<file path="config.mk">
export PLATFORM = sky130hd
export DESIGN_NAME = command_frame_receiver
export DESIGN_NICKNAME = d
export VERILOG_FILES = /design/src/rtl/cfr_pkg.sv /design/src/rtl/cfr_parser.sv /design/src/rtl/command_frame_receiver.sv
export SDC_FILE = /design/constraint.sdc
export NUM_CORES = 1
export LEC_CHECK = 0
export CORE_UTILIZATION = 30
export DETAILED_ROUTE_END_ITERATION = 8
export DONT_BUFFER_PORTS = 1
export SETUP_SLACK_MARGIN = 0.1
export SYNTH_ARGS = -nofsm -noshare
export SYNTH_HDL_FRONTEND = slang
export SYNTH_HIERARCHICAL = 1
export SYNTH_SLANG_ARGS = --single-unit
</file>
<file path="constraint.sdc">
create_clock -name i_clk -period 6.36 [get_ports i_clk]
set_input_delay 0.318 -clock i_clk [delete_from_list [all_inputs] [get_ports i_clk]]
set_output_delay 0.318 -clock i_clk [all_outputs]
set_load 0.03 [all_outputs]
</file>
<file path="src/rtl/cfr_pkg.sv">
// cfr_pkg: shared types and constants for the command frame receiver.
// No dependencies; used by cfr_parser and command_frame_receiver.

package cfr_pkg;

    // Longest accepted write block, and the command type that carries data
    localparam int unsigned MAX_DATA   = 512;
    localparam logic [7:0]  WRITE_TYPE = 8'd2;

    // Data byte counter must hold MAX_DATA itself
    localparam int unsigned DCNT_W = $clog2(MAX_DATA + 1);

    // Header bytes
    localparam logic [7:0] HDR_C    = 8'h43;
    localparam logic [7:0] HDR_M    = 8'h4D;
    localparam logic [7:0] HDR_D    = 8'h44;

    // Header positions
    localparam logic [3:0] POS_C    = 4'd0;
    localparam logic [3:0] POS_M    = 4'd1;
    localparam logic [3:0] POS_D    = 4'd2;
    localparam logic [3:0] POS_TYPE = 4'd3;
    localparam logic [3:0] POS_ADR0 = 4'd4;
    localparam logic [3:0] POS_ADR3 = 4'd7;
    localparam logic [3:0] POS_LEN0 = 4'd8;
    localparam logic [3:0] POS_LEN1 = 4'd9;
    localparam logic [3:0] POS_CHK  = 4'd10;

    // Result kinds
    localparam logic [2:0] KIND_HDR_BYTE = 3'd0;
    localparam logic [2:0] KIND_HDR_REJ  = 3'd1;
    localparam logic [2:0] KIND_CMD_OK   = 3'd2;
    localparam logic [2:0] KIND_DATA     = 3'd3;
    localparam logic [2:0] KIND_LAST     = 3'd4;
    localparam logic [2:0] KIND_BAD_LEN  = 3'd5;

    // One result transaction
    typedef struct packed {
        logic [2:0]  kind;
        logic [7:0]  cmd_code;
        logic [31:0] address;
        logic [15:0] data_length;
        logic [7:0]  header_checksum;
        logic [8:0]  data_index;
        logic [7:0]  data_value;
        logic [7:0]  data_checksum;
    } t_result;

endpackage

</file>
<file path="src/rtl/cfr_parser.sv">
// cfr_parser: frame state registers and the combinational byte parser.
// Depends on cfr_pkg; instantiated by command_frame_receiver.

module cfr_parser (
    input  logic              i_clk,
    input  logic              i_rst_n,
    input  logic              i_take,
    input  logic [7:0]        i_rx_byte,
    output cfr_pkg::t_result  o_result
);

    logic                       r_data_mode, n_data_mode;
    logic [3:0]                 r_hdr_pos, n_hdr_pos;
    logic [7:0]                 r_hdr_xor, n_hdr_xor;
    logic [7:0]                 r_type, n_type;
    logic [31:0]                r_addr, n_addr;
    logic [15:0]                r_len, n_len;
    logic [cfr_pkg::DCNT_W-1:0] r_dcnt, n_dcnt;
    logic [7:0]                 r_dxor, n_dxor;
    logic [7:0]                 r_saved_xor, n_saved_xor;

    logic [7:0]                 hx;
    logic [7:0]                 dx;
    logic [cfr_pkg::DCNT_W-1:0] dcnt_inc;
    logic                       reject;
    logic                       bad_len;
    logic                       last_byte;
    cfr_pkg::t_result           res;

    assign hx       = (r_hdr_pos == cfr_pkg::POS_C) ? 8'h00 : r_hdr_xor;
    assign dx       = r_dxor ^ i_rx_byte;
    assign dcnt_inc = r_dcnt + 1'b1;
    assign last_byte = {1'b0, 16'(dcnt_inc)} >= {1'b0, r_len};
    assign bad_len  = (r_len == 16'd0) ||
                      ({1'b0, r_len} > 17'(cfr_pkg::MAX_DATA));

    // Next state and result for the current byte
    always_comb begin
        n_data_mode = r_data_mode;
        n_hdr_pos   = r_hdr_pos;
        n_hdr_xor   = r_hdr_xor;
        n_type      = r_type;
        n_addr      = r_addr;
        n_len       = r_len;
        n_dcnt      = r_dcnt;
        n_dxor      = r_dxor;
        n_saved_xor = r_saved_xor;
        reject      = 1'b0;
        res         = '0;

        if (r_data_mode) begin
            res.cmd_code        = r_type;
            res.address         = r_addr;
            res.data_length     = r_len;
            res.header_checksum = r_saved_xor;
            res.data_index      = 9'(r_dcnt);
            res.data_value      = i_rx_byte;
            if (last_byte) begin
                res.kind          = cfr_pkg::KIND_LAST;
                res.data_checksum = dx;
                n_data_mode       = 1'b0;
                n_hdr_pos         = cfr_pkg::POS_C;
                n_dcnt            = '0;
                n_dxor            = 8'h00;
            end else begin
                res.kind = cfr_pkg::KIND_DATA;
                n_dcnt   = dcnt_inc;
                n_dxor   = dx;
            end
        end else begin
            // Field capture and fixed-byte checks
            if (r_hdr_pos == cfr_pkg::POS_C) begin
                reject = (i_rx_byte != cfr_pkg::HDR_C);
            end else if (r_hdr_pos == cfr_pkg::POS_M) begin
                reject = (i_rx_byte != cfr_pkg::HDR_M);
            end else if (r_hdr_pos == cfr_pkg::POS_D) begin
                reject = (i_rx_byte != cfr_pkg::HDR_D);
            end else if (r_hdr_pos == cfr_pkg::POS_TYPE) begin
                n_type = i_rx_byte;
            end else if (r_hdr_pos >= cfr_pkg::POS_ADR0 &&
                         r_hdr_pos <= cfr_pkg::POS_ADR3) begin
                n_addr = {r_addr[23:0], i_rx_byte};
            end else if (r_hdr_pos == cfr_pkg::POS_LEN0 ||
                         r_hdr_pos == cfr_pkg::POS_LEN1) begin
                n_len = {r_len[7:0], i_rx_byte};
            end

            if (r_hdr_pos >= cfr_pkg::POS_CHK && i_rx_byte == hx) begin
                // Checksum good: frame complete
                res.cmd_code        = r_type;
                res.address         = r_addr;
                res.data_length     = r_len;
                res.header_checksum = hx;
                n_saved_xor = hx;
                n_hdr_pos   = cfr_pkg::POS_C;
                n_hdr_xor   = 8'h00;
                n_dcnt      = '0;
                n_dxor      = 8'h00;
                if (r_type == cfr_pkg::WRITE_TYPE && bad_len) begin
                    res.kind = cfr_pkg::KIND_BAD_LEN;
                end else begin
                    res.kind    = cfr_pkg::KIND_CMD_OK;
                    n_data_mode = (r_type == cfr_pkg::WRITE_TYPE);
                end
            end else if (reject || r_hdr_pos >= cfr_pkg::POS_CHK) begin
                // Bad header byte or checksum: restart, byte dropped
                res.kind  = cfr_pkg::KIND_HDR_REJ;
                n_hdr_pos = cfr_pkg::POS_C;
                n_hdr_xor = 8'h00;
            end else begin
                res.kind  = cfr_pkg::KIND_HDR_BYTE;
                n_hdr_xor = hx ^ i_rx_byte;
                n_hdr_pos = r_hdr_pos + 4'd1;
            end
        end
    end

    assign o_result = res;

    // State registers, advanced once per accepted byte
    always_ff @(posedge i_clk) begin
        if (!i_rst_n) begin
            r_data_mode <= 1'b0;
            r_hdr_pos   <= cfr_pkg::POS_C;
            r_hdr_xor   <= 8'h00;
            r_type      <= 8'h00;
            r_addr      <= 32'h0;
            r_len       <= 16'h0;
            r_dcnt      <= '0;
            r_dxor      <= 8'h00;
            r_saved_xor <= 8'h00;
        end else if (i_take) begin
            r_data_mode <= n_data_mode;
            r_hdr_pos   <= n_hdr_pos;
            r_hdr_xor   <= n_hdr_xor;
            r_type      <= n_type;
            r_addr      <= n_addr;
            r_len       <= n_len;
            r_dcnt      <= n_dcnt;
            r_dxor      <= n_dxor;
            r_saved_xor <= n_saved_xor;
        end
    end

endmodule

</file>
<file path="src/rtl/command_frame_receiver.sv">
// command_frame_receiver: top level, byte parser plus two-entry result buffer.
// Depends on cfr_pkg and cfr_parser.
//
//  channel  direction  handshake                  payload
//  in       into block i_in_valid / o_in_stall    i_rx_byte
//  out      from block o_out_valid / i_out_stall  o_kind .. o_data_checksum
//
// One byte per cycle while o_in_stall is low; each byte gives exactly one
// result, registered in the output register or the skid entry. A skid entry
// behind the output register lets a byte be taken while a result waits, so
// o_in_stall rises only when both entries hold results. Synchronous active-low
// reset empties the buffer and returns the parser to header mode.

module command_frame_receiver (
    input  logic        i_clk,
    input  logic        i_rst_n,
    input  logic        i_in_valid,
    output logic        o_in_stall,
    input  logic [7:0]  i_rx_byte,
    output logic        o_out_valid,
    input  logic        i_out_stall,
    output logic [2:0]  o_kind,
    output logic [7:0]  o_cmd_code,
    output logic [31:0] o_address,
    output logic [15:0] o_data_length,
    output logic [7:0]  o_header_checksum,
    output logic [8:0]  o_data_index,
    output logic [7:0]  o_data_value,
    output logic [7:0]  o_data_checksum
);

    logic             r_out_valid;
    logic             r_skid_valid;
    cfr_pkg::t_result r_out;
    cfr_pkg::t_result r_skid;
    cfr_pkg::t_result new_res;
    logic             in_acc;
    logic             out_acc;

    assign o_in_stall = r_skid_valid;
    assign in_acc     = i_in_valid && !r_skid_valid;
    assign out_acc    = r_out_valid && !i_out_stall;

    cfr_parser u_parser (
        .i_clk     (i_clk),
        .i_rst_n   (i_rst_n),
        .i_take    (in_acc),
        .i_rx_byte (i_rx_byte),
        .o_result  (new_res)
    );

    // Output register and skid entry
    always_ff @(posedge i_clk) begin
        if (!i_rst_n) begin
            r_out_valid  <= 1'b0;
            r_skid_valid <= 1'b0;
        end else begin
            if (out_acc || !r_out_valid) begin
                if (r_skid_valid) begin
                    r_out        <= r_skid;
                    r_out_valid  <= 1'b1;
                    r_skid_valid <= 1'b0;
                end else begin
                    r_out_valid <= in_acc;
                    if (in_acc) begin
                        r_out <= new_res;
                    end
                end
            end else if (in_acc) begin
                r_skid       <= new_res;
                r_skid_valid <= 1'b1;
            end
        end
    end

    assign o_out_valid       = r_out_valid;
    assign o_kind            = r_out.kind;
    assign o_cmd_code        = r_out.cmd_code;
    assign o_address         = r_out.address;
    assign o_data_length     = r_out.data_length;
    assign o_header_checksum = r_out.header_checksum;
    assign o_data_index      = r_out.data_index;
    assign o_data_value      = r_out.data_value;
    assign o_data_checksum   = r_out.data_checksum;

    // Skid entry is only ever filled behind a held output
    a_skid_behind_out: assert property (@(posedge i_clk) disable iff (!i_rst_n)
        r_skid_valid |-> r_out_valid)
        else $error("skid entry valid with empty output register");

    // A transaction taken while the output is held must land in the skid entry
    a_no_drop: assert property (@(posedge i_clk) disable iff (!i_rst_n)
        (in_acc && r_out_valid && i_out_stall) |=> r_skid_valid)
        else $error("accepted byte lost while output stalled");

    // Only defined result kinds leave the block
    a_kind_range: assert property (@(posedge i_clk) disable iff (!i_rst_n)
        o_out_valid |-> (o_kind <= cfr_pkg::KIND_BAD_LEN))
        else $error("undefined result kind");

endmodule
</file>
==> results.rst, run 1 <==
.. list-table::
   :header-rows: 1

   * - Metric
     - Value
   * - Yosys warnings
     - 6
   * - Static Leakage
     - 4.59 nW
   * - Fraction of final layout cells with drive strength greater than 1
     - 17.3%
   * - Area of the die
     - 41600 µm²
   * - Setup repair after global routing missed its margin
     - no
   * - Final design utilization
     - 34.3%
   * - Fillcell total
     - 3941
   * - Total Neg Setup Slack
     - 0 ns
   * - Post-synthesis async set-or-reset flop share
     - 0%
   * - Vias/cell
     - 4.77
   * - Average detailed-routed wire length per instance
     - 17.9 µm
   * - Outcome
     - finished, final reports clean
   * - Total clock sinks
     - 281
   * - Clock-pin slew reported for the worst setup and hold paths after clock tree synthesis
     - 0.07 ns
   * - Post-synth EDFFs
     - 184
   * - Sequential-to-total area share from yosys stat
     - 61.0%
   * - Hold Violations, Final
     - 0
   * - Clock H-tree levels
     - 1
   * - GP Congestion
     - 0.802
   * - Max FO, Critical Path
     - 13
   * - DR iter-0 viols
     - 499
   * - Startpoint types
     - register
   * - IO buf count
     - 0
   * - Number of placement rows
     - 73
   * - Root Buffer
     - sky130_fd_sc_hd__clkbuf_16
   * - Std-Cell Core Area
     - 40000 µm²
   * - Max_slew headroom
     - 24.5%
   * - Die W
     - 204 µm
   * - Post-route clock period utilization
     - 59.2%
   * - Most common cell after layout, fill and taps aside
     - sky130_fd_sc_hd__edfxtp_1
   * - Vias in the first global route
     - 6990
   * - Post-Route Skew
     - 0.0141 ns
   * - Total Wirelength
     - 27000 µm
   * - Maximum clock frequency
     - 266 MHz
   * - Worst min-delay path category
     - input port to register
   * - Synthesized Nets
     - 992
   * - Vias after detailed routing
     - 7172
   * - Worst Max-Slew Pin Slew
     - 1.13 ns
   * - Area growth from synthesis to final layout
     - 12.1%
   * - Flop-to-flop setup slack
     - 2.59 ns
   * - Final number of max-transition violations
     - 0
   * - Mean area per synthesized cell
     - 12.7 µm²
   * - Antenna violations before repair
     - 0
   * - IR Drop Worst-Case VDD
     - 0.154 mV
   * - Most instantiated flip-flop cell in the synthesis netlist
     - sky130_fd_sc_hd__edfxtp_1
   * - Skew-Pair Late Insertion Delay
     - 0.56 ns
   * - Global-route usage over all layers
     - 12.9%
   * - Maximum buffer depth of the clock tree
     - 3
   * - Most frequent cells in the layout
     - sky130_fd_sc_hd__edfxtp_1, sky130_fd_sc_hd__dfxtp_1, sky130_fd_sc_hd__nand2_1
   * - Library cells used by synthesis
     - 63
   * - HPWL after detailed placement
     - 17100 µm
   * - # Max-Cap Violations
     - 0
   * - Number of cells produced by synthesis
     - 965
   * - TritonCTS clock tree
     - done
   * - Data required time of the critical path
     - 6.86 ns
   * - Starting density of the core
     - 30.6%
   * - Vertical die dimension
     - 204 µm
   * - Time the final worst path needs with I/O delays and setup
     - 3.77 ns
   * - Overflow after GRT
     - 0
   * - Number of routed nets with antenna violations
     - 0
   * - Antenna diode count
     - 0
   * - Number of setup violations in the final report
     - 0
   * - Number of gates resized after CTS
     - 0
   * - Element type at the critical path end
     - register
   * - Data arrival time of the critical path
     - 4.26 ns
   * - Buffers inserted during post-CTS setup optimization
     - 0
   * - Synthesis-stage register bit count
     - 281
   * - Largest net degree at the start of global routing
     - 68
   * - Mapped cell area
     - 12200 µm²
   * - CTS buffer count
     - 30
   * - Layout net count
     - 982
   * - P per Cell Area
     - 281 nW/µm²
   * - DRC violation count after routing
     - 0
   * - First-pass GRT wire length
     - 42100 µm
   * - Final total power
     - 3.86 mW
   * - I/O pin cnt
     - 106
   * - Type of the worst setup path
     - register to register
   * - Pre-antenna DRT Iters
     - 7
==> worst paths after layout <==
kind | startpoint | end | cells after the start
max | u_parser/r_dcnt[2] | u_parser/r_dxor[0] | 11
min | i_rx_byte[4] | u_parser/r_dxor[4] | 2
max reg2reg | u_parser/r_dcnt[2] | u_parser/r_dxor[0] | 11
min reg2reg | u_parser/r_addr[25] | u_parser/r_addr[25] | 2
==> sequential cells by signal, indices dropped and copies added, names as in the netlist, 3 cells and up <==
name	flops
o_header_checksum	8
u_parser/r_addr	32
u_parser/r_len	16
u_parser/r_saved_xor	8
o_data_value	8
r_skid	92
o_data_length	16
u_parser/r_hdr_pos	4
o_address	32
o_cmd_code	8
o_data_index	9
u_parser/r_dxor	8
u_parser/r_type	8
u_parser/r_hdr_xor	8
o_kind	3
u_parser/r_dcnt	10
o_data_checksum	8
==> area by class of cell <==
class,count,area [µm²],area share [%]
multi-input cells,597,4340,31.6
clock inverters,18,160,1.17
inverters,24,90.1,0.656
repair buffers,21,185,1.35
clock buffers,38,832,6.06
well taps,525,657,4.78
flip-flops and latches,281,7470,54.4
==> synth_stat cells (2+ instances only) <==
library cell	n	area, µm²
sky130_fd_sc_hd__edfxtp_1	184	5530
sky130_fd_sc_hd__dfxtp_1	97	1940
sky130_fd_sc_hd__nand2_1	90	338
sky130_fd_sc_hd__nor2_1	88	330
sky130_fd_sc_hd__mux2_4	58	871
sky130_fd_sc_hd__nor2b_1	50	313
sky130_fd_sc_hd__a21oi_1	46	230
sky130_fd_sc_hd__clkbuf_1	37	139
sky130_fd_sc_hd__mux2_2	34	383
sky130_fd_sc_hd__mux2i_1	33	330
sky130_fd_sc_hd__o21ai_0	27	135
sky130_fd_sc_hd__inv_1	24	90.1
sky130_fd_sc_hd__nand3_1	24	120
sky130_fd_sc_hd__a22o_1	17	149
sky130_fd_sc_hd__buf_2	15	75.1
sky130_fd_sc_hd__ha_1	15	188
sky130_fd_sc_hd__xnor2_1	14	123
sky130_fd_sc_hd__and2_1	11	68.8
sky130_fd_sc_hd__a22oi_1	7	52.6
sky130_fd_sc_hd__o21a_1	7	52.6
sky130_fd_sc_hd__and3_1	6	37.5
sky130_fd_sc_hd__buf_12	6	120
sky130_fd_sc_hd__nor3_1	6	30.0
sky130_fd_sc_hd__nor3b_1	5	37.5
sky130_fd_sc_hd__xor2_1	5	43.8
sky130_fd_sc_hd__a21o_1	4	30.0
sky130_fd_sc_hd__and4_1	4	35.0
sky130_fd_sc_hd__a21boi_0	3	22.5
sky130_fd_sc_hd__buf_6	3	33.8
sky130_fd_sc_hd__nand2b_1	3	18.8
sky130_fd_sc_hd__o211ai_1	3	22.5
sky130_fd_sc_hd__a211o_1	2	17.5
sky130_fd_sc_hd__a221oi_1	2	17.5
sky130_fd_sc_hd__nor4_1	2	12.5
sky130_fd_sc_hd__nor4b_1	2	17.5
sky130_fd_sc_hd__o2111ai_1	2	17.5
sky130_fd_sc_hd__o22ai_1	2	12.5
sky130_fd_sc_hd__or2_2	2	12.5
==> critical path, cell delays in order (launching register included) <==
cell and delay, ns:
sky130_fd_sc_hd__dfxtp_1 0.45, sky130_fd_sc_hd__and3_1 0.23, sky130_fd_sc_hd__and4_1 0.22, sky130_fd_sc_hd__nand2_1 0.10, sky130_fd_sc_hd__xnor2_1 0.15, sky130_fd_sc_hd__ha_1 0.31, sky130_fd_sc_hd__a21oi_1 0.14, sky130_fd_sc_hd__nand2_1 0.10
sky130_fd_sc_hd__a311oi_2 0.39, sky130_fd_sc_hd__o211ai_1 0.50, sky130_fd_sc_hd__nor2_1 0.84, sky130_fd_sc_hd__a22o_1 0.27
==> routing by layer <==
layer  vias up  track usage (%)  part of all wire (%)  routed length, µm
li1       3446                -                     -                  -
met1      3524             17.1                    45              12100
met2       164             20.1                    46              12400
met3        38             4.11                   7.0               1900
met4         0             3.86                   1.9                512
met5         -                0                     0                  0
==> power breakdown <==
part	switching [mW]	internal [mW]	leakage [nW]	total, mW
Sequential	0.0593	1.97	2.48	2.03
Clock	0.737	1.01	0.486	1.75
Combinational	0.0581	0.0305	1.63	0.0885
==> repair_timing <==
| item | 4_1_cts | 5_1_grt |
|---|---|---|
| hold buffers | 11 | 0 |
| setup endpoints to repair | 0 | 0 |
| hold endpoints to repair | 40 | 0 |
==> stage by stage <==
stage | worst slack, ns | cells | hold WS [ns] | area (µm²)
2_1_floorplan | 0.247 | 965 | 0.432 | 12200
3_3_place_gp | 2.79 | 1437 | 0.443 | 12600
3_5_place_dp | 2.73 | 1437 | 0.446 | 12600
4_1_cts | 2.70 | 1504 | 0.00166 | 13700
5_1_grt | 2.33 | 1504 | 0.0180 | 13700
6_report | 2.59 | 1504 | 0.0413 | 13700
==> cell families after synthesis <==
logic type | count (synthesis) | synth area share, %
xor gates and xnor gates | 19 | 1.36
muxes | 125 | 12.9
AOI/OAI and AO/OA | 136 | 7.29
adders and majority gates | 15 | 1.53
and+or+nand+nor | 302 | 12.0
buffers and inverters | 87 | 3.89
DFF | 281 | 61.0
Note: power is estimated with default switching activity, not from simulation.
==> run 2, diff against run 1 <==
==> constraint.sdc (replaced) <==
create_clock -name i_clk -period 3.9 [get_ports i_clk]
set_input_delay 0.195 -clock i_clk [delete_from_list [all_inputs] [get_ports i_clk]]
set_output_delay 0.195 -clock i_clk [all_outputs]
set_load 0.03 [all_outputs]
==> run 2 against run 1 <==
Compared with the run above: register-to-register slack worse by 1.9 ns; sequential cell count unchanged; sequential power up 63%; global-route usage up 0.41 points; sequential share of layout area down 0.20 points; total power up 60%; setup slack worse by 1.9 ns.
==> results.rst, run 2 (synthesized netlist as in run 1, its figures left out) <==
.. list-table::
   :header-rows: 1

   * - Metric
     - Value
   * - Worst min-delay path category
     - input port to register
   * - Data required time of the critical path
     - 4.21 ns (-2.65 ns)
   * - Skew-Pair Late Insertion Delay
     - 0.56 ns (about the same)
   * - Delay of the slowest cell on the worst path
     - 0.44 ns (-0.40 ns)
   * - Time the final worst path needs with I/O delays and setup
     - 3.24 ns (-0.523 ns)
   * - Type of the worst setup path
     - register to register
   * - Fraction of final layout cells with drive strength greater than 1
     - 17.5% (+0.19 points)
   * - Number of setup violations in the final report
     - 0 (unchanged)
   * - Highest-delay cell along the critical path
     - sky130_fd_sc_hd__dfxtp_1
   * - Critical path, cell by cell
     - and3_1 > and4_1 > nand2_1 > xnor2_1 > ha_1 > a21oi_1 > nand2_1 > a311oi_2 > o22ai_1 > nand2_1 > nor2_1 > mux2_2
   * - Clock-pin slew reported for the worst setup and hold paths after clock tree synthesis
     - 0.06 ns (about the same)
   * - Antenna diode count
     - 0 (unchanged)
   * - Pre-antenna DRT Iters
     - 5 (-2)
   * - Number of gates resized after CTS
     - 0 (unchanged)
   * - Area used by multi-input combinational logic
     - 4330 µm² (-0.17%)
   * - Vias in the first global route
     - 7212 (+3.2%)
   * - Most common cell after layout, fill and taps aside
     - sky130_fd_sc_hd__edfxtp_1
   * - Largest net degree at the start of global routing
     - 93 (+37%)
   * - Startpoint of the tightest hold check path
     - i_rx_byte[2]
   * - Area growth from synthesis to final layout
     - 12.5%
   * - Average detailed-routed wire length per instance
     - 18.4 µm (+2.7%)
   * - Die W
     - 204 µm (unchanged)
   * - # Max-Cap Violations
     - 0 (unchanged)
   * - Most frequent cells in the layout
     - sky130_fd_sc_hd__edfxtp_1, sky130_fd_sc_hd__dfxtp_1, sky130_fd_sc_hd__nand2_1
   * - CTS buffer count
     - 31 (+3.3%)
   * - Critical Path Start
     - u_parser/r_dcnt[2]
   * - Element type at the critical path end
     - register
   * - DRC violation count after routing
     - 0 (unchanged)
   * - Antenna violations before repair
     - 0 (unchanged)
   * - IO buf count
     - 0 (unchanged)
   * - Number of flip-flops under the largest register name
     - 92 (unchanged)
   * - Vias/cell
     - 4.73 (-0.71%)
   * - Final instance count without filler cells
     - 1516 (+0.80%)
   * - IR Drop Worst-Case VDD
     - 0.225 mV (+46%)
   * - Register name with the most flops
     - r_skid
   * - Worst Max-Slew Pin Slew
     - 1.10 ns (-0.0321 ns)
   * - Total Wirelength
     - 27900 µm (+3.6%)
   * - Cell repeated most along the worst path
     - sky130_fd_sc_hd__nand2_1
   * - Total clock sinks
     - 281 (unchanged)
   * - Setup repair after global routing missed its margin
     - no
   * - Layout net count
     - 993 (+1.1%)
   * - DR iter-0 viols
     - 517 (+3.6%)
   * - First-pass GRT wire length
     - 43000 µm (+2.3%)
   * - Maximum buffer depth of the clock tree
     - 3 (unchanged)
   * - Post-route clock period utilization
     - 83.1% (+24 points)
   * - HPWL after detailed placement
     - 17600 µm (+2.7%)
   * - Number of routed nets with antenna violations
     - 0 (unchanged)
   * - Buffers inserted during post-CTS setup optimization
     - 0 (unchanged)
   * - Clock H-tree levels
     - 1 (unchanged)
   * - Post-Route Skew
     - 0.0191 ns (+0.00506 ns)
   * - I/O pin cnt
     - 106 (unchanged)
   * - Cell Count Post-Placement
     - 1446 (+0.63%)
   * - Total Neg Setup Slack
     - 0 ns (unchanged)
   * - Maximum clock frequency
     - 308 MHz (+16%)
   * - Number of placement rows
     - 73 (unchanged)
   * - Family with the most delay on the worst path
     - simple AND/OR/NAND/NOR gates
   * - Global-route usage over all layers
     - 13.3% (+0.41 points)
   * - Max_slew headroom
     - 26.6% (+2.1 points)
   * - Sequential cell area
     - 7470 µm² (unchanged)
   * - GP Congestion
     - 0.842 (+4.9%)
   * - Buf+Inv Stages, Crit Path
     - 0 (unchanged)
   * - Overflow after GRT
     - 0 (unchanged)
   * - Starting density of the core
     - 30.6% (unchanged)
   * - Outcome
     - finished, final reports clean
   * - Final number of max-transition violations
     - 0 (unchanged)
   * - Area of the die
     - 41600 µm² (unchanged)
   * - Reg2Reg Launch Point
     - u_parser/r_dcnt[2]
   * - Root Buffer
     - sky130_fd_sc_hd__clkbuf_16
   * - Vertical die dimension
     - 204 µm (unchanged)
   * - P per Cell Area
     - 448 nW/µm² (+59%)
   * - Startpoint types
     - register
   * - Vias after detailed routing
     - 7178 (+0.084%)
   * - Max FO, Critical Path
     - 8 (-5)
   * - Fillcell total
     - 3890 (-1.3%)
   * - Static Leakage
     - 4.64 nW (+1.0%)
   * - Data arrival time of the critical path
     - 3.55 ns (-0.71 ns)
   * - Hold Violations, Final
     - 0 (unchanged)
   * - TritonCTS clock tree
     - done
   * - Std-Cell Core Area
     - 40000 µm² (unchanged)
[run 2: cell types whose count changed in the layout (fill, tap and decap cells not counted), sizes merged]
| cell | previous run | this run |
|---|---|---|
| clkinv | 12 | 10 |
| buf | 10 | 19 |
| dlygate4sd3 | 11 | 12 |
| clkbuf | 38 | 46 |
| clkinvlp | 2 | 0 |
| bufinv | 2 | 0 |
[run 2: through the flow]
step | power (mW) | util, % | hold WS [ns] | setup slack, ns | cell area (µm²)
5_1_grt | 6.40 | 34.5 | 0.0220 | 0.401 | 13800
2_1_floorplan | 3.47 | - | 0.341 | 0.547 | 12300
4_1_cts | 6.28 | 34.5 | 0.000134 | 0.663 | 13800
3_5_place_dp | 3.50 | 31.8 | 0.335 | 0.655 | 12700
6_report | 6.18 | 34.5 | 0.0384 | 0.657 | 13800
3_3_place_gp | 3.50 | 31.8 | 0.326 | 0.765 | 12700
[run 2: path summary, 6_finish.rpt]
path                                            end  slack, ns  cells after the start
worst max-delay path             o_data_checksum[6]       0.66                     12
worst min-delay path             u_parser/r_dxor[2]       0.04                      3
worst max register to register   o_data_checksum[6]       0.66                     12
worst min register to register  u_parser/r_addr[30]       0.45                      2
[run 2: timing repair]
| item | in CTS | in global routing |
|---|---|---|
| hold buffers | 12 | 0 |
| setup endpoints to repair | 0 | 0 |
| endpoints found under the hold margin | 68 | 0 |
[run 2: final cells by class]
| cell class | instances | share of cell area [%] |
|---|---|---|
| Timing Repair Buffer | 31 | 2.09 |
| Clock inverter | 12 | 0.481 |
| Clock buffer | 46 | 6.40 |
| Tap cell | 525 | 4.77 |
| Multi-Input combinational cell | 597 | 31.4 |
| Sequential cell | 281 | 54.2 |
| Inverter | 24 | 0.654 |
[run 2: routing by layer]
metal	track usage (%)	share of wire, %
met5	0	0
met4	3.65	2.0
met3	3.94	6.5
met2	21.9	47
met1	17.0	44
[run 2: power by group]
part	leakage (nW)	total (mW)	switching [mW]	internal [mW]
sequential	2.48	3.31	0.0977	3.21
combinational	1.68	0.154	0.102	0.0524
clock	0.472	2.72	1.16	1.56
[run 2: worst reg2reg max path, stage by stage, from the launching register on]
cell and delay (ns):
sky130_fd_sc_hd__dfxtp_1 0.44, sky130_fd_sc_hd__and3_1 0.23, sky130_fd_sc_hd__and4_1 0.22, sky130_fd_sc_hd__nand2_1 0.10, sky130_fd_sc_hd__xnor2_1 0.15, sky130_fd_sc_hd__ha_1 0.31, sky130_fd_sc_hd__a21oi_1 0.13, sky130_fd_sc_hd__nand2_1 0.10
sky130_fd_sc_hd__a311oi_2 0.41, sky130_fd_sc_hd__o22ai_1 0.18, sky130_fd_sc_hd__nand2_1 0.33, sky130_fd_sc_hd__nor2_1 0.13, sky130_fd_sc_hd__mux2_2 0.27
==> run 3, diff against run 2 <==
==> constraint.sdc (replaced) <==
create_clock -name i_clk -period 2.67 [get_ports i_clk]
set_input_delay 0.1335 -clock i_clk [delete_from_list [all_inputs] [get_ports i_clk]]
set_output_delay 0.1335 -clock i_clk [all_outputs]
set_load 0.03 [all_outputs]
==> run 3 against run 2 <==
Compared with the run above: the run now ends with setup timing left; critical path type unchanged; register-to-register slack worse by 0.76 ns; global-route usage is 0.59 points higher; total power is 54% higher; clock skew is 0.0044 ns lower; critical path depth stayed put; routed wire length is 8.3% higher; sequential share of layout area is 5.3 points lower; count of clock-buffer cells in the layout is 6 lower; sequential cell count stayed put; combinational power is 77% higher; core utilization is 3.8 points higher; critical endpoint is now o_kind[0].
==> results.rst, run 3 (synthesized netlist as in run 1, its figures left out) <==
.. list-table::
   :header-rows: 1

   * - Metric
     - Value
   * - Outcome
     - finished with violations
   * - Violated checks
     - setup timing
   * - Total Wirelength
     - 30300 µm (+8.3%)
   * - I/O pin cnt
     - 106 (unchanged)
   * - Register name with the most flops
     - r_skid
   * - Setup repair after global routing missed its margin
     - yes
   * - Reg2Reg Launch Point
     - u_parser/r_dcnt[2]
   * - Clock-pin slew reported for the worst setup and hold paths after clock tree synthesis
     - 0.06 ns (about the same)
   * - Worst Hold Path EP
     - u_parser/r_dcnt[0]
   * - Global-route usage over all layers
     - 13.9% (+0.59 points)
   * - Worst Hold Depth
     - 5 (+2)
   * - Fraction of final layout cells with drive strength greater than 1
     - 32.5% (+15 points)
   * - Number of setup violations in the final report
     - 25 (+25)
   * - Vias after detailed routing
     - 7630 (+6.3%)
   * - Critical R2R Capture
     - o_kind[0]
   * - Post-Route Skew
     - 0.0148 ns (-0.00436 ns)
   * - Maximum clock frequency
     - 360 MHz (+17%)
   * - Std-Cell Core Area
     - 40000 µm² (unchanged)
   * - Vertical die dimension
     - 204 µm (unchanged)
   * - P per Cell Area
     - 621 nW/µm² (+39%)
   * - Maximum buffer depth of the clock tree
     - 3 (unchanged)
   * - Most common cell after layout, fill and taps aside
     - sky130_fd_sc_hd__edfxtp_1
   * - Final design utilization
     - 38.2% (+3.8 points)
   * - Area growth from synthesis to final layout
     - 24.9%
   * - Number of routed nets with antenna violations
     - 0 (unchanged)
   * - CTS buffer count
     - 30 (-3.2%)
   * - Startpoint of the tightest hold check path
     - i_rst_n
   * - TritonCTS clock tree
     - done
   * - Data arrival time of the critical path
     - 3.09 ns (-0.46 ns)
   * - Final total power
     - 9.50 mW (+54%)
   * - Post-route clock period utilization
     - 104% (+21 points)
   * - Max FO, Critical Path
     - 3 (-5)
   * - Layout net count
     - 1057 (+6.4%)
   * - Largest net degree at the start of global routing
     - 67 (-28%)
   * - Startpoint types
     - register
   * - Pre-antenna DRT Iters
     - 5 (unchanged)
   * - Element type at the critical path end
     - register
   * - Time the final worst path needs with I/O delays and setup
     - 2.78 ns (-0.466 ns)
   * - Antenna violations before repair
     - 0 (unchanged)
   * - Vias/cell
     - 4.84 (+2.1%)
   * - Most frequent cells in the layout
     - sky130_fd_sc_hd__edfxtp_1, sky130_fd_sc_hd__dfxtp_1, sky130_fd_sc_hd__nand2_1
   * - Number of flip-flops under the largest register name
     - 92 (unchanged)
   * - IO buf count
     - 0 (unchanged)
   * - Worst min-delay path category
     - input port to register
   * - Die W
     - 204 µm (unchanged)
   * - Cell Count Post-Placement
     - 1491 (+3.1%)
   * - IR Drop Worst-Case VDD
     - 0.494 mV (+120%)
   * - DRC violation count after routing
     - 0 (unchanged)
   * - Flop-to-flop setup slack
     - -0.11 ns (-0.76 ns)
   * - Final instance count without filler cells
     - 1578 (+4.1%)
   * - Max_slew headroom
     - 44.5% (+18 points)
   * - Hold Violations, Final
     - 0 (unchanged)
   * - Total clock sinks
     - 281 (unchanged)
   * - Vias in the first global route
     - 7563 (+4.9%)
   * - Worst Max-Slew Pin Slew
     - 0.833 ns (-0.267 ns)
   * - Final number of max-transition violations
     - 0 (unchanged)
   * - Data required time of the critical path
     - 2.99 ns (-1.22 ns)
   * - DR iter-0 viols
     - 450 (-13%)
   * - Type of the worst setup path
     - register to register
   * - GP Congestion
     - 0.810 (-3.7%)
   * - Starting density of the core
     - 30.6% (unchanged)
   * - Number of placement rows
     - 73 (unchanged)
   * - Root Buffer
     - sky130_fd_sc_hd__clkbuf_16
   * - R2r worst-path depth
     - 12 (unchanged)
   * - First-pass GRT wire length
     - 44700 µm (+3.8%)
   * - Average detailed-routed wire length per instance
     - 19.2 µm (+4.1%)
   * - Antenna diode count
     - 0 (unchanged)
   * - Final setup slack of the worst path
     - -0.106 ns (-0.764 ns)
   * - Clock H-tree levels
     - 1 (unchanged)
   * - Static Leakage
     - 5.24 nW (+13%)
   * - # Max-Cap Violations
     - 0 (unchanged)
   * - Total Neg Setup Slack
     - -1.13 ns (-1.13 ns)
   * - Area of the die
     - 41600 µm² (unchanged)
   * - Overflow after GRT
     - 0 (unchanged)
   * - HPWL after detailed placement
     - 18400 µm (+4.8%)
   * - Skew-Pair Late Insertion Delay
     - 0.57 ns (about the same)
-- run 3: repair_timing --
item                                    4_1_cts  5_1_grt
buffers inserted                              2       11
endpoints found under the hold margin        87        0
hold buffers                                 13        0
endpoints found under the setup margin       66      123
gates cloned                                  1        5
pin swaps                                     7       12
gates resized for setup                      50      130
-- run 3: stage by stage --
step                      area (µm²)  setup slack, ns  hold slack (ns)
after floorplan                12300           -0.123            0.262
after global placement         13200          -0.0112            0.266
after detailed placement       13200          -0.0582            0.272
after CTS                      14600          -0.0402           0.0353
after global routing           15300           -0.225           0.0665
final                          15300           -0.106           0.0729
-- run 3: worst max path at each step --
stage,from,endpoint,slack [ns],depth (start not counted)
floorplan,o_in_stall,o_address[0],-0.12,5
global placement,u_parser/r_dcnt[2],o_data_checksum[4],-0.01,12
detailed placement,u_parser/r_dcnt[2],o_data_checksum[3],-0.06,12
CTS,u_parser/r_dcnt[2],o_data_checksum[5],-0.04,12
global route,u_parser/r_dcnt[2],o_kind[0],-0.22,12
finish,u_parser/r_dcnt[2],o_kind[0],-0.11,12
-- run 3: critical path: stages (launching register included) --
cell	delay (ns)
sky130_fd_sc_hd__dfxtp_4	0.34
sky130_fd_sc_hd__and3_4	0.18
sky130_fd_sc_hd__and4_4	0.22
sky130_fd_sc_hd__nand2_4	0.06
sky130_fd_sc_hd__xnor2_2	0.13
sky130_fd_sc_hd__ha_1	0.35
sky130_fd_sc_hd__nand3_2	0.10
sky130_fd_sc_hd__nand2_4	0.11
sky130_fd_sc_hd__o2111ai_4	0.16
sky130_fd_sc_hd__buf_6	0.16
sky130_fd_sc_hd__o21a_1	0.19
sky130_fd_sc_hd__a211o_1	0.26
sky130_fd_sc_hd__mux2_4	0.28
-- run 3: power by group --
group          switching, mW  total, mW  leakage, nW  internal [mW]
logic                  0.173      0.272         2.20         0.0988
registers              0.136       4.82         2.50           4.68
clock network           1.74       4.41        0.529           2.67
-- run 3: cell type report --
type,count,area (µm²)
clock buffers,40,868
clock inverters,15,191
fillers,3745,24700
inverters,24,90.1
multi-input cells,597,4960
flip-flops and latches,281,7480
well taps,525,657
repair buffers,96,1040
-- run 3: layer usage --
metal	track usage, %	routed length (µm)	vias to the layer above
met4	4.32	545	0
met3	3.67	1790	37
li1	-	-	3596
met2	22.8	14400	164
met5	0	0	-
met1	17.9	13500	3833
